==> config.mk <==
export PLATFORM = sky130hd
export DESIGN_NAME = remote_knob_smoother_with_link_fallback_top
export DESIGN_NICKNAME = d
export VERILOG_FILES = /design/src/hdl/rksf_pkg.sv /design/src/hdl/remote_knob_smoother_with_link_fallback_top.sv /design/src/hdl/rksf_bank.sv /design/src/hdl/rksf_div.sv
export VERILOG_INCLUDE_DIRS = /design/src /design/src/hdl
export SDC_FILE = /design/constraint.sdc
export NUM_CORES = 2
export LEC_CHECK = 0
export ABC_AREA = 1
export BUFFER_PORTS_ARGS = -buffer_cell sky130_fd_sc_hd__buf_4
export CAP_MARGIN = 20
export CORE_MARGIN = 3
export CORE_UTILIZATION = 58
export DETAILED_ROUTE_END_ITERATION = 8
export PLACE_DENSITY = 0.77
export SETUP_SLACK_MARGIN = 0.15
export SYNTH_ARGS = -nofsm -noshare
export SYNTH_HDL_FRONTEND = slang
export SYNTH_HIERARCHICAL = 1
export SYNTH_SLANG_ARGS = --single-unit
==> constraint.sdc <==
create_clock -name clock -period 7.1 [get_ports clock]
set_input_delay 0.355 -clock clock [delete_from_list [all_inputs] [get_ports clock]]
set_output_delay 0.355 -clock clock [all_outputs]
set_load 0.03 [all_outputs]
==> src/hdl/remote_knob_smoother_with_link_fallback_top_macros.svh <==
// Assertion macros shared by the knob smoother RTL.
// Used by files that carry concurrent checks; no other dependencies.
`ifndef REMOTE_KNOB_SMOOTHER_WITH_LINK_FALLBACK_TOP_MACROS_SVH
`define REMOTE_KNOB_SMOOTHER_WITH_LINK_FALLBACK_TOP_MACROS_SVH
`ifndef SYNTHESIS
// same-cycle implication
`define RKSF_ASSERT_IMP(lbl, ante, cons) \
   lbl: assert property (@(posedge clock) disable iff (reset) (ante) |-> (cons)) \
      else $error("rksf check failed");
// next-cycle implication
`define RKSF_ASSERT_NXT(lbl, ante, cons) \
   lbl: assert property (@(posedge clock) disable iff (reset) (ante) |=> (cons)) \
      else $error("rksf check failed");
`else
`define RKSF_ASSERT_IMP(lbl, ante, cons)
`define RKSF_ASSERT_NXT(lbl, ante, cons)
`endif
`endif

==> src/hdl/rksf_pkg.sv <==
// Package for the knob smoother: widths, reset values, codes and helpers.
// No dependencies; imported by every module of the block.
`timescale 1ns / 1ps

package rksf_pkg;

   localparam int VAL_W        = 20;   // value, raw units with 8 fraction bits
   localparam int CNT_W        = 16;   // ms counters and config registers
   localparam int RAW_W        = 12;
   localparam int CH_FIELD_W   = 4;
   localparam int CSR_IDX_W    = 3;
   localparam int OPA_W        = 22;
   localparam int OPB_W        = 17;
   localparam int PROD_W       = OPA_W + OPB_W;
   localparam int SUM_W        = 24;
   localparam int DIV_NUM_W    = 37;
   localparam int GLIDE_Q_W    = 21;
   localparam int PKT_Q_W      = PROD_W - 16;

   localparam int CHANNELS_DEFAULT = 16;
   localparam int MAX_RESULTS      = 16;

   localparam logic [VAL_W-1:0] MID_SCALE = VAL_W'(524160);
   localparam logic [VAL_W-1:0] VAL_MAX   = '1;
   localparam logic [VAL_W-1:0] VAL_ZERO  = '0;
   localparam logic [CNT_W-1:0] CNT_MAX   = '1;

   localparam logic [CNT_W-1:0] GAIN_RESET     = CNT_W'(9830);
   localparam logic [CNT_W-1:0] SILENCE_RESET  = CNT_W'(1200);
   localparam logic [CNT_W-1:0] GLIDE_RESET    = CNT_W'(3000);
   localparam logic [CNT_W-1:0] LOCKOUT_RESET  = CNT_W'(200);

   localparam logic [CSR_IDX_W-1:0] CSR_SMOOTHING_GAIN    = CSR_IDX_W'(0);
   localparam logic [CSR_IDX_W-1:0] CSR_SILENCE_LIMIT_MS  = CSR_IDX_W'(1);
   localparam logic [CSR_IDX_W-1:0] CSR_GLIDE_MS          = CSR_IDX_W'(2);
   localparam logic [CSR_IDX_W-1:0] CSR_BUTTON_LOCKOUT_MS = CSR_IDX_W'(3);

   localparam logic OP_PACKET = 1'b0;
   localparam logic OP_TICK   = 1'b1;

   function automatic logic [CNT_W-1:0] sat_inc(input logic [CNT_W-1:0] c);
      return (c == CNT_MAX) ? c : c + CNT_W'(1);
   endfunction

   // base + delta, clamped to the value range
   function automatic logic [VAL_W-1:0] clamp_add(input logic [VAL_W-1:0] base,
                                                  input logic signed [SUM_W-1:0] delta);
      logic signed [SUM_W-1:0] sum;
      sum = $signed({{(SUM_W-VAL_W){1'b0}}, base}) + delta;
      if (sum < 0) begin
         return VAL_ZERO;
      end else if (sum > $signed({{(SUM_W-VAL_W){1'b0}}, VAL_MAX})) begin
         return VAL_MAX;
      end else begin
         return sum[VAL_W-1:0];
      end
   endfunction

endpackage

==> src/hdl/remote_knob_smoother_with_link_fallback_top.sv <==
// Knob smoother with link fallback: sequencer, shared multiplier and banks.
// Uses rksf_pkg, rksf_bank, rksf_div and the assertion macro header.
`timescale 1ns / 1ps
`include "remote_knob_smoother_with_link_fallback_top_macros.svh"

// Usage
//  req_* carries one transaction: a packet element (op 0) or a 1 ms tick (op 1).
//  It is taken when req_valid is high and req_stall low; req_stall is high
//  while an earlier transaction is still in work.
//  A packet element updates one channel by exponential averaging and makes no
//  result; it steps through read, operand, multiply and write back.
//  A tick walks all CHANNELS serially and emits one rsp_* transaction per
//  channel 0 .. min(CHANNELS,16)-1, last_of_tick on the final one.
//  Per channel, a running glide adds a pass through the 37-step restoring
//  divider shared by all channels.
//  The result sits in an output register; while rsp_stall is high the walk
//  waits on that register and the result holds.
//  csr_* writes a config register; write only while the block is idle.
//  Synchronous reset restores presets and values to mid-scale, config to
//  defaults and the link to never heard; no clearing pass is needed.

module remote_knob_smoother_with_link_fallback_top
   import rksf_pkg::*;
#(
   parameter int CHANNELS = CHANNELS_DEFAULT
) (
   input  logic                  clock,
   input  logic                  reset,
   input  logic                  req_valid,
   output logic                  req_stall,
   input  logic                  req_op,
   input  logic [CH_FIELD_W-1:0] req_channel,
   input  logic [RAW_W-1:0]      req_raw_value,
   input  logic                  req_packet_end,
   input  logic                  req_button_level,
   output logic                  rsp_valid,
   input  logic                  rsp_stall,
   output logic [CH_FIELD_W-1:0] rsp_out_channel,
   output logic [VAL_W-1:0]      rsp_smoothed,
   output logic                  rsp_link_alive,
   output logic                  rsp_preset_saved,
   output logic                  rsp_last_of_tick,
   input  logic                  csr_write_enable,
   input  logic [CSR_IDX_W-1:0]  csr_index,
   input  logic [CNT_W-1:0]      csr_write_data
);

   localparam int CH_W = (CHANNELS > 1) ? $clog2(CHANNELS) : 1;
   localparam int NOUT = (CHANNELS < MAX_RESULTS) ? CHANNELS : MAX_RESULTS;

   typedef enum logic [10:0] {
      S_IDLE  = 11'b000_0000_0001,
      S_P_RD  = 11'b000_0000_0010,
      S_P_OPA = 11'b000_0000_0100,
      S_P_MUL = 11'b000_0000_1000,
      S_P_WB  = 11'b000_0001_0000,
      S_T_RD  = 11'b000_0010_0000,
      S_T_OPA = 11'b000_0100_0000,
      S_T_MUL = 11'b000_1000_0000,
      S_T_DST = 11'b001_0000_0000,
      S_T_DIV = 11'b010_0000_0000,
      S_T_OUT = 11'b100_0000_0000
   } state_type;

   // config registers
   logic [CNT_W-1:0] gain_ff, silence_ff, glide_ff, lockout_ff;

   // control state
   state_type        state_ff,         state_in;
   logic [CH_W-1:0]  addr_ff,          addr_in;
   logic [CNT_W-1:0] msp_ff,           msp_in;
   logic [CNT_W-1:0] mss_ff,           mss_in;
   logic [CNT_W-1:0] elapsed_ff,       elapsed_in;
   logic             heard_ff,         heard_in;
   logic             alive_before_ff,  alive_before_in;
   logic             button_before_ff, button_before_in;
   logic             alive_ff,         alive_in;
   logic             fall_ff,          fall_in;
   logic             glide_act_ff,     glide_act_in;
   logic             saved_ff,         saved_in;
   logic             wb_pending_ff,    wb_pending_in;
   logic             rsp_valid_ff,     rsp_valid_in;

   // payload
   logic [RAW_W-1:0]        raw_ff,  raw_in;
   logic signed [OPA_W-1:0] op_a_ff, op_a_in;
   logic signed [OPB_W-1:0] op_b_ff, op_b_in;
   logic signed [PROD_W-1:0] prod_ff, prod_in;
   logic [VAL_W-1:0]        base_ff, base_in;
   logic [VAL_W-1:0]        val_ff,  val_in;
   logic [CH_FIELD_W-1:0]   rsp_ch_ff,    rsp_ch_in;
   logic [VAL_W-1:0]        rsp_val_ff,   rsp_val_in;
   logic                    rsp_alive_ff, rsp_alive_in;
   logic                    rsp_saved_ff, rsp_saved_in;
   logic                    rsp_last_ff,  rsp_last_in;

   // bank ports
   logic [VAL_W-1:0] s_rd, p_rd, o_rd;
   logic             s_we, p_we, o_we;
   logic [VAL_W-1:0] s_wdata;

   // divider
   logic                 div_start;
   logic                 div_done;
   logic [DIV_NUM_W-1:0] div_num;
   logic [DIV_NUM_W-1:0] div_quot;

   // datapath helpers
   logic [CNT_W-1:0]        g_eff;
   logic [PROD_W-1:0]       prod_mag;
   logic [PROD_W-1:0]       pkt_rnd;
   logic [PKT_Q_W-1:0]      pkt_q;
   logic signed [SUM_W-1:0] pkt_d;
   logic [VAL_W-1:0]        pkt_new;
   logic [GLIDE_Q_W-1:0]    glide_q;
   logic signed [SUM_W-1:0] glide_d;
   logic [VAL_W-1:0]        origin_eff;
   logic [CNT_W-1:0]        msp_inc, mss_inc;
   logic                    tick_alive, press;
   logic [CNT_W-1:0]        elapsed_base;
   logic [CH_W+CH_FIELD_W-1:0] ch_wide;
   logic [CH_W+CH_FIELD_W-1:0] addr_wide;
   logic                    ch_ok;
   logic                    slot_free;
   logic                    last_channel;

   always_ff @(posedge clock) begin
      if (reset) begin
         gain_ff    <= GAIN_RESET;
         silence_ff <= SILENCE_RESET;
         glide_ff   <= GLIDE_RESET;
         lockout_ff <= LOCKOUT_RESET;
      end else if (csr_write_enable) begin
         unique case (csr_index)
            CSR_SMOOTHING_GAIN:    gain_ff    <= csr_write_data;
            CSR_SILENCE_LIMIT_MS:  silence_ff <= csr_write_data;
            CSR_GLIDE_MS:          glide_ff   <= csr_write_data;
            CSR_BUTTON_LOCKOUT_MS: lockout_ff <= csr_write_data;
            default: ;
         endcase
      end
   end

   // fixed-point arithmetic around the shared multiplier
   always_comb begin
      g_eff    = (glide_ff == '0) ? CNT_W'(1) : glide_ff;
      prod_mag = prod_ff[PROD_W-1] ? $unsigned(-prod_ff) : $unsigned(prod_ff);
      // packet: round(prod / 65536), halves away from zero
      pkt_rnd  = prod_mag + PROD_W'(32768);
      pkt_q    = pkt_rnd[PROD_W-1:16];
      pkt_d    = prod_ff[PROD_W-1] ? -$signed({1'b0, pkt_q}) : $signed({1'b0, pkt_q});
      pkt_new  = clamp_add(base_ff, pkt_d);
      // glide: round(|prod| / g) via (|prod| + g/2) / g
      div_num  = DIV_NUM_W'(prod_mag[35:0]) + DIV_NUM_W'(g_eff >> 1);
      glide_q  = div_quot[GLIDE_Q_W-1:0];
      glide_d  = prod_ff[PROD_W-1] ? -$signed({3'b000, glide_q})
                                   : $signed({3'b000, glide_q});
      origin_eff = fall_ff ? s_rd : o_rd;
   end

   // tick bookkeeping, evaluated at the tick accept
   always_comb begin
      msp_inc      = sat_inc(msp_ff);
      mss_inc      = sat_inc(mss_ff);
      tick_alive   = heard_ff && (msp_inc < silence_ff);
      press        = button_before_ff && !req_button_level && (mss_inc > lockout_ff);
      elapsed_base = (alive_before_ff && !tick_alive) ? '0 : elapsed_ff;
      ch_wide      = (CH_W + CH_FIELD_W)'(req_channel);
      addr_wide    = (CH_W + CH_FIELD_W)'(addr_ff);
      ch_ok        = (int'(req_channel) < CHANNELS);
      slot_free    = !rsp_valid_ff || !rsp_stall;
      last_channel = (int'(addr_ff) == CHANNELS - 1);
   end

   always_comb begin
      state_in         = state_ff;
      addr_in          = addr_ff;
      msp_in           = msp_ff;
      mss_in           = mss_ff;
      elapsed_in       = elapsed_ff;
      heard_in         = heard_ff;
      alive_before_in  = alive_before_ff;
      button_before_in = button_before_ff;
      alive_in         = alive_ff;
      fall_in          = fall_ff;
      glide_act_in     = glide_act_ff;
      saved_in         = saved_ff;
      wb_pending_in    = wb_pending_ff;
      rsp_valid_in     = rsp_valid_ff && rsp_stall;
      raw_in           = raw_ff;
      op_a_in          = op_a_ff;
      op_b_in          = op_b_ff;
      prod_in          = prod_ff;
      base_in          = base_ff;
      val_in           = val_ff;
      rsp_ch_in        = rsp_ch_ff;
      rsp_val_in       = rsp_val_ff;
      rsp_alive_in     = rsp_alive_ff;
      rsp_saved_in     = rsp_saved_ff;
      rsp_last_in      = rsp_last_ff;
      div_start        = 1'b0;
      s_we             = 1'b0;
      p_we             = 1'b0;
      o_we             = 1'b0;
      s_wdata          = val_ff;

      // commit of the channel's values happens on entry to S_T_OUT;
      // wb_pending marks that commit cycle
      if (wb_pending_ff) begin
         s_we          = glide_act_ff;
         p_we          = saved_ff;
         wb_pending_in = 1'b0;
      end

      unique case (state_ff)
         S_IDLE: begin
            if (req_valid) begin
               raw_in = req_raw_value;
               if (req_op == OP_PACKET) begin
                  addr_in = ch_wide[CH_W-1:0];
                  if (req_packet_end) begin
                     msp_in   = '0;
                     heard_in = 1'b1;
                  end
                  if (ch_ok) begin
                     state_in = S_P_RD;
                  end
               end else begin
                  addr_in          = '0;
                  msp_in           = msp_inc;
                  mss_in           = press ? '0 : mss_inc;
                  alive_in         = tick_alive;
                  fall_in          = alive_before_ff && !tick_alive;
                  glide_act_in     = heard_ff && !tick_alive;
                  saved_in         = press;
                  alive_before_in  = tick_alive;
                  button_before_in = req_button_level;
                  elapsed_in       = (heard_ff && !tick_alive) ? sat_inc(elapsed_base)
                                                               : elapsed_base;
                  state_in         = S_T_RD;
               end
            end
         end
         S_P_RD: begin
            state_in = S_P_OPA;
         end
         S_P_OPA: begin
            base_in  = s_rd;
            op_a_in  = $signed({2'b00, raw_ff, 8'h00}) - $signed({2'b00, s_rd});
            op_b_in  = $signed({1'b0, gain_ff});
            state_in = S_P_MUL;
         end
         S_P_MUL: begin
            prod_in  = op_a_ff * op_b_ff;
            state_in = S_P_WB;
         end
         S_P_WB: begin
            s_we     = 1'b1;
            s_wdata  = pkt_new;
            state_in = S_IDLE;
         end
         S_T_RD: begin
            state_in = S_T_OPA;
         end
         S_T_OPA: begin
            o_we    = fall_ff;
            base_in = origin_eff;
            if (!glide_act_ff) begin
               val_in        = s_rd;
               wb_pending_in = 1'b1;
               state_in      = S_T_OUT;
            end else if (elapsed_ff >= g_eff) begin
               val_in        = p_rd;
               wb_pending_in = 1'b1;
               state_in      = S_T_OUT;
            end else begin
               op_a_in  = $signed({2'b00, p_rd}) - $signed({2'b00, origin_eff});
               op_b_in  = $signed({1'b0, elapsed_ff});
               state_in = S_T_MUL;
            end
         end
         S_T_MUL: begin
            prod_in  = op_a_ff * op_b_ff;
            state_in = S_T_DST;
         end
         S_T_DST: begin
            div_start = 1'b1;
            state_in  = S_T_DIV;
         end
         S_T_DIV: begin
            if (div_done) begin
               val_in        = clamp_add(base_ff, glide_d);
               wb_pending_in = 1'b1;
               state_in      = S_T_OUT;
            end
         end
         S_T_OUT: begin
            // wait for the commit cycle before moving on; channels past the
            // reported range advance without a result
            if (!wb_pending_ff) begin
               if (int'(addr_ff) < NOUT) begin
                  if (slot_free) begin
                     rsp_valid_in = 1'b1;
                     rsp_ch_in    = addr_wide[CH_FIELD_W-1:0];
                     rsp_val_in   = val_ff;
                     rsp_alive_in = alive_ff;
                     rsp_saved_in = saved_ff;
                     rsp_last_in  = (int'(addr_ff) == NOUT - 1);
                     if (last_channel) begin
                        state_in = S_IDLE;
                     end else begin
                        addr_in  = addr_ff + CH_W'(1);
                        state_in = S_T_RD;
                     end
                  end
               end else if (last_channel) begin
                  state_in = S_IDLE;
               end else begin
                  addr_in  = addr_ff + CH_W'(1);
                  state_in = S_T_RD;
               end
            end
         end
         default: begin
            state_in = S_IDLE;
         end
      endcase
   end

   always_ff @(posedge clock) begin
      if (reset) begin
         state_ff         <= S_IDLE;
         addr_ff          <= '0;
         msp_ff           <= '0;
         mss_ff           <= CNT_MAX;
         elapsed_ff       <= '0;
         heard_ff         <= 1'b0;
         alive_before_ff  <= 1'b0;
         button_before_ff <= 1'b1;
         alive_ff         <= 1'b0;
         fall_ff          <= 1'b0;
         glide_act_ff     <= 1'b0;
         saved_ff         <= 1'b0;
         wb_pending_ff    <= 1'b0;
         rsp_valid_ff     <= 1'b0;
      end else begin
         state_ff         <= state_in;
         addr_ff          <= addr_in;
         msp_ff           <= msp_in;
         mss_ff           <= mss_in;
         elapsed_ff       <= elapsed_in;
         heard_ff         <= heard_in;
         alive_before_ff  <= alive_before_in;
         button_before_ff <= button_before_in;
         alive_ff         <= alive_in;
         fall_ff          <= fall_in;
         glide_act_ff     <= glide_act_in;
         saved_ff         <= saved_in;
         wb_pending_ff    <= wb_pending_in;
         rsp_valid_ff     <= rsp_valid_in;
      end
   end

   always_ff @(posedge clock) begin
      raw_ff       <= raw_in;
      op_a_ff      <= op_a_in;
      op_b_ff      <= op_b_in;
      prod_ff      <= prod_in;
      base_ff      <= base_in;
      val_ff       <= val_in;
      rsp_ch_ff    <= rsp_ch_in;
      rsp_val_ff   <= rsp_val_in;
      rsp_alive_ff <= rsp_alive_in;
      rsp_saved_ff <= rsp_saved_in;
      rsp_last_ff  <= rsp_last_in;
   end

   rksf_bank #(
      .DEPTH     (CHANNELS),
      .RESET_VAL (MID_SCALE)
   ) u_smoothed_bank (
      .clock   (clock),
      .reset   (reset),
      .wr_en   (s_we),
      .wr_addr (addr_ff),
      .wr_data (s_wdata),
      .rd_addr (addr_ff),
      .rd_data (s_rd)
   );

   rksf_bank #(
      .DEPTH     (CHANNELS),
      .RESET_VAL (MID_SCALE)
   ) u_preset_bank (
      .clock   (clock),
      .reset   (reset),
      .wr_en   (p_we),
      .wr_addr (addr_ff),
      .wr_data (val_ff),
      .rd_addr (addr_ff),
      .rd_data (p_rd)
   );

   rksf_bank #(
      .DEPTH     (CHANNELS),
      .RESET_VAL (VAL_ZERO)
   ) u_origin_bank (
      .clock   (clock),
      .reset   (reset),
      .wr_en   (o_we),
      .wr_addr (addr_ff),
      .wr_data (s_rd),
      .rd_addr (addr_ff),
      .rd_data (o_rd)
   );

   rksf_div #(
      .NUM_W (DIV_NUM_W),
      .DEN_W (CNT_W)
   ) u_div (
      .clock (clock),
      .reset (reset),
      .start (div_start),
      .num   (div_num),
      .den   (g_eff),
      .done  (div_done),
      .quot  (div_quot)
   );

   assign req_stall        = (state_ff != S_IDLE);
   assign rsp_valid        = rsp_valid_ff;
   assign rsp_out_channel  = rsp_ch_ff;
   assign rsp_smoothed     = rsp_val_ff;
   assign rsp_link_alive   = rsp_alive_ff;
   assign rsp_preset_saved = rsp_saved_ff;
   assign rsp_last_of_tick = rsp_last_ff;

   `RKSF_ASSERT_IMP(a_fall_implies_glide, fall_ff, glide_act_ff)
   `RKSF_ASSERT_IMP(a_alive_needs_heard, rsp_valid_ff && rsp_link_alive, heard_ff)
   `RKSF_ASSERT_IMP(a_div_done_in_wait, div_done, state_ff == S_T_DIV)
   `RKSF_ASSERT_IMP(a_save_clears_count, saved_ff && (state_ff != S_IDLE), mss_ff == '0)
   `RKSF_ASSERT_NXT(a_tick_starts_walk, (state_ff == S_IDLE) && req_valid && (req_op == OP_TICK), (state_ff == S_T_RD) && (addr_ff == '0))

endmodule

==> src/hdl/rksf_bank.sv <==
// Per-channel value store: one write port, one registered read port.
// Entries read as RESET_VAL until first written. Uses rksf_pkg.
`timescale 1ns / 1ps

module rksf_bank
   import rksf_pkg::*;
#(
   parameter int DEPTH = CHANNELS_DEFAULT,
   parameter logic [VAL_W-1:0] RESET_VAL = MID_SCALE,
   localparam int ADDR_W = (DEPTH > 1) ? $clog2(DEPTH) : 1
) (
   input  logic              clock,
   input  logic              reset,
   input  logic              wr_en,
   input  logic [ADDR_W-1:0] wr_addr,
   input  logic [VAL_W-1:0]  wr_data,
   input  logic [ADDR_W-1:0] rd_addr,
   output logic [VAL_W-1:0]  rd_data
);

   logic [VAL_W-1:0] mem_ff [DEPTH];
   logic [DEPTH-1:0] valid_ff;
   logic [DEPTH-1:0] valid_in;
   logic [VAL_W-1:0] rd_data_ff;

   always_comb begin
      valid_in = valid_ff;
      if (wr_en) begin
         valid_in[wr_addr] = 1'b1;
      end
   end

   always_ff @(posedge clock) begin
      if (reset) begin
         valid_ff <= '0;
      end else begin
         valid_ff <= valid_in;
      end
   end

   always_ff @(posedge clock) begin
      if (wr_en) begin
         mem_ff[wr_addr] <= wr_data;
      end
      rd_data_ff <= valid_ff[rd_addr] ? mem_ff[rd_addr] : RESET_VAL;
   end

   assign rd_data = rd_data_ff;

endmodule

==> src/hdl/rksf_div.sv <==
// Restoring divider, one quotient bit per cycle, NUM_W quotient bits per divide.
// Pulses done for one cycle when quot is valid. Uses rksf_pkg.
`timescale 1ns / 1ps

module rksf_div
   import rksf_pkg::*;
#(
   parameter int NUM_W = DIV_NUM_W,
   parameter int DEN_W = CNT_W,
   localparam int CNT_BITS = $clog2(NUM_W + 1)
) (
   input  logic             clock,
   input  logic             reset,
   input  logic             start,
   input  logic [NUM_W-1:0] num,
   input  logic [DEN_W-1:0] den,
   output logic             done,
   output logic [NUM_W-1:0] quot
);

   logic                busy_ff,  busy_in;
   logic                done_ff,  done_in;
   logic [CNT_BITS-1:0] count_ff, count_in;
   logic [DEN_W-1:0]    rem_ff,   rem_in;
   logic [NUM_W-1:0]    quot_ff,  quot_in;
   logic [DEN_W:0]      rem_sh;
   logic [DEN_W:0]      rem_diff;
   logic                ge;

   always_comb begin
      rem_sh   = {rem_ff, quot_ff[NUM_W-1]};
      rem_diff = rem_sh - {1'b0, den};
      ge       = (rem_sh >= {1'b0, den});
      busy_in  = busy_ff;
      done_in  = 1'b0;
      count_in = count_ff;
      rem_in   = rem_ff;
      quot_in  = quot_ff;
      if (start) begin
         busy_in  = 1'b1;
         count_in = CNT_BITS'(NUM_W);
         rem_in   = '0;
         quot_in  = num;
      end else if (busy_ff) begin
         // shift the next dividend bit into the remainder, quotient bit out
         rem_in   = ge ? rem_diff[DEN_W-1:0] : rem_sh[DEN_W-1:0];
         quot_in  = {quot_ff[NUM_W-2:0], ge};
         count_in = count_ff - CNT_BITS'(1);
         if (count_ff == CNT_BITS'(1)) begin
            busy_in = 1'b0;
            done_in = 1'b1;
         end
      end
   end

   always_ff @(posedge clock) begin
      if (reset) begin
         busy_ff  <= 1'b0;
         done_ff  <= 1'b0;
         count_ff <= '0;
      end else begin
         busy_ff  <= busy_in;
         done_ff  <= done_in;
         count_ff <= count_in;
      end
   end

   always_ff @(posedge clock) begin
      rem_ff  <= rem_in;
      quot_ff <= quot_in;
   end

   assign done = done_ff;
   assign quot = quot_ff;

endmodule
==> impl_metrics.json <==
{
  "cp-start-kind": "register",
  "vias": 64000,
  "synth_seq_cells": 1419,
  "path_common_cell": "inv_1",
  "ioPinCount": 72,
  "critPathMaxStageDelay_ps": 540,
  "start_util_pct": 58.6,
  "grt_first_pass_wirelength_mm": 350,
  "drv_slew": 0,
  "overflow": 0,
  "min_path_type": "input port to register",
  "path_class": "register to register",
  "yosysTopAreaCellShare_pct": 42.2,
  "min_period_ps": 6780,
  "place_ws_ps": 154,
  "place_inst": 11000,
  "drc": 2,
  "synthFlopType": "edfxtp_1",
  "status": "finished, violations left",
  "place_congestion": 0.955,
  "crit_slowest_cell": "fa_1",
  "setup_tns_ps": 0,
  "leakage_uw": 0.0407,
  "die_w_um": 382,
  "fin_skew_ps": 56.8,
  "core_area_um2": 140000,
  "async_reset_ff_share_pct": 0,
  "maxCapViolations": 0,
  "clk_path_buf_depth": 3,
  "grt_pass1_vias": 61600,
  "track_usage_pct": 30.9,
  "synth-edff-count": 1152,
  "vias_per_cell": 5.66,
  "syn_inst": 9275,
  "relSlewSlack_pct": 23.8,
  "numCtsBuffers": 148,
  "grt_start_max_net_pins": 197,
  "antenna_found_initial": 9,
  "root_buffer": "clkbuf_16",
  "violations": "DRC",
  "nNetsFinal": 9949,
  "clk_pin_slew_ps": 60,
  "rsz0062_at_grt": "yes",
  "hold_viol": 0,
  "wl_mm": 228,
  "h-tree-depth": 4,
  "synth_cell_types": 62,
  "power_density_nw_per_um2": 276,
  "critPathMaxFanout": 6,
  "num_rows": 137,
  "setup_viol": 0,
  "wl_per_cell_um": 20.2,
  "drive_above_1_share_pct": 7.04,
  "antenna_left": 0,
  "layout.cells.non_filler": 11300,
  "clkLatencyLatePin_ps": 810,
  "syn_area_per_cell_um2": 8.84,
  "hpwl_mm": 153,
  "ys.warnings.count": 6,
  "cp.required_ps": 7620,
  "yosysTopAreaCell": "edfxtp_1",
  "vdd_ir_drop_max_mv": 0.356,
  "first_pass_iters": 9,
  "p_total_uw": 24800,
  "worstMarginPinSlew_ps": 1140,
  "multiInputGateArea_um2": 34300,
  "cts_sinks": 1419,
  "fmax_ghz": 0.148,
  "layout_setup_ws_ps": 322,
  "drt_iter0_markers": 7472,
  "syn_to_final_growth_pct": 9.46,
  "syn_nets": 9919,
  "synth_area_leaders": "edfxtp_1 (42%), nand2_1 (13%), fa_1 (8.4%)",
  "die_area_um2": 146000,
  "die-height_um": 382,
  "arrival_ps": 7290,
  "finish.utilization_pct": 64.1,
  "seqCellArea_um2": 40000,
  "netlist_area_um2": 82000,
  "endpoint_kind": "register",
  "cts_tree": "yes",
  "ys_seq_area_share_pct": 48.7,
  "fillerInstances": 11200,
  "portBuffers": 71,
  "period_share_pct": 95.5
}
-- Yosys cell counts (all sizes together) (123+ instances only) --
cell type / instances
edfxtp: 1152
nand3: 787
xor2: 123
nand2: 2929
nor2: 529
fa: 344
buf: 200
dfxtp: 267
a21oi: 271
clkbuf: 193
inv: 1544
ha: 257
o21ai: 292
-- area by class of cell --
class | instances | share of cell area [%]
timing repair buffer | 273 | 2.59
clock buffer | 201 | 4.58
clock inverter | 72 | 0.955
tap | 1876 | 2.62
antenna | 3 | 0.00837
sequential | 1419 | 44.5
multi-input combinational | 5912 | 38.2
inverter | 1551 | 6.50
-- logic make-up (layout without fill, tap and decap cells) --
logic type | Yosys count | after routing | share of synthesized area [%]
xor gates and xnor gates | 196 | 196 | 2.09
buffers and inverters | 1944 | 2097 | 9.69
and+or+nand+nor | 4411 | 4411 | 22.4
DFF | 1419 | 1419 | 48.7
adders and majority gates | 601 | 601 | 12.3
other | 0 | 3 | 0
AOI/OAI and AO/OA | 704 | 704 | 4.75
-- cell usage in the layout, fill, tap and decap left out, types with 18 or more instances in the layout --
cell type	instances
clkinv_2	29
buf_4	223
a31oi_1	20
inv_1	1521
nand2_1	2853
fa_1	344
clkinv_1	22
nand4_1	52
dlygate4sd3_1	37
o21ai_1	25
a21oi_1	267
edfxtp_1	1152
nand3_1	775
xor2_1	123
nor2_2	51
o211ai_1	48
nand3b_1	24
ha_1	256
clkbuf_1	34
inv_2	18
dfxtp_1	263
o21ai_0	266
nand2_2	62
clkbuf_16	150
nor2_1	461
nor3_1	63
xnor2_1	73
-- worst max-delay path: cells and delay by family, from the launching register on --
kind / cells / cell delay [ps]
flip-flops: 1 / 370
XOR/XNOR: 1 / 160
AO/OA/AOI/OAI: 9 / 1530
buffers and inverters: 9 / 670
AND/OR/NAND/NOR: 4 / 380
adder cells (fa/ha/maj): 7 / 3410
-- metal layers --
| metal | track usage, % | share of wire (%) | up-vias |
|---|---|---|---|
| met2 | 48.9 | 46 | 3457 |
| met1 | 42.6 | 39 | 30500 |
| met5 | 0 | 0.0096 | - |
| met4 | 11.7 | 4.1 | 4 |
| met3 | 6.14 | 11 | 567 |
| li1 | - | - | 29500 |
-- sequential cells by signal, summed over array words and instances, names as in the netlist, 21 cells and up --
| name | cells |
|---|---|
| u_preset_bank/mem_ff | 320 |
| u_div/quot | 37 |
| u_smoothed_bank/mem_ff | 320 |
| op_a_ff | 21 |
| prod_ff | 39 |
| u_origin_bank/mem_ff | 320 |
-- metrics by stage --
step,hold slack [ps],cell area [um^2]
6_report,52.4,89700
3_5_place_dp,445,84100
4_1_cts,1.42,89500
2_1_floorplan,425,82000
3_3_place_gp,436,84000
5_1_grt,31.0,89700
-- report_power, final --
part | leakage, uW | switching [uW] | internal, uW
Combinational | 0.0258 | 4670 | 2130
Clock | 0.00242 | 3400 | 4420
Sequential | 0.0125 | 598 | 9530
-- what timing repair did --
item | 4_1_cts | 5_1_grt
cloned | 0 | 0
gates resized for setup | 1 | 34
pin swaps | 0 | 1
endpoints found under the setup margin | 2 | 328
hold buffers | 37 | 0
endpoints found under the hold margin | 102 | 0
buffers inserted | 1 | 11
-- final timing paths --
path,cells after the start,start,endpoint,slack (ps)
worst min-delay path,4,csr_index[0],lockout_ff[7]$_SDFFE_PP1P_,50
worst max-delay path,30,op_b_ff[7]$_DFFE_PP_,prod_ff[35]$_DFFE_PP_,320
worst min register to register,2,gain_ff[15]$_SDFFE_PP0P_,gain_ff[15]$_SDFFE_PP0P_,450
worst max register to register,30,op_b_ff[7]$_DFFE_PP_,prod_ff[35]$_DFFE_PP_,320
Power figures use the tool's default switching activity.
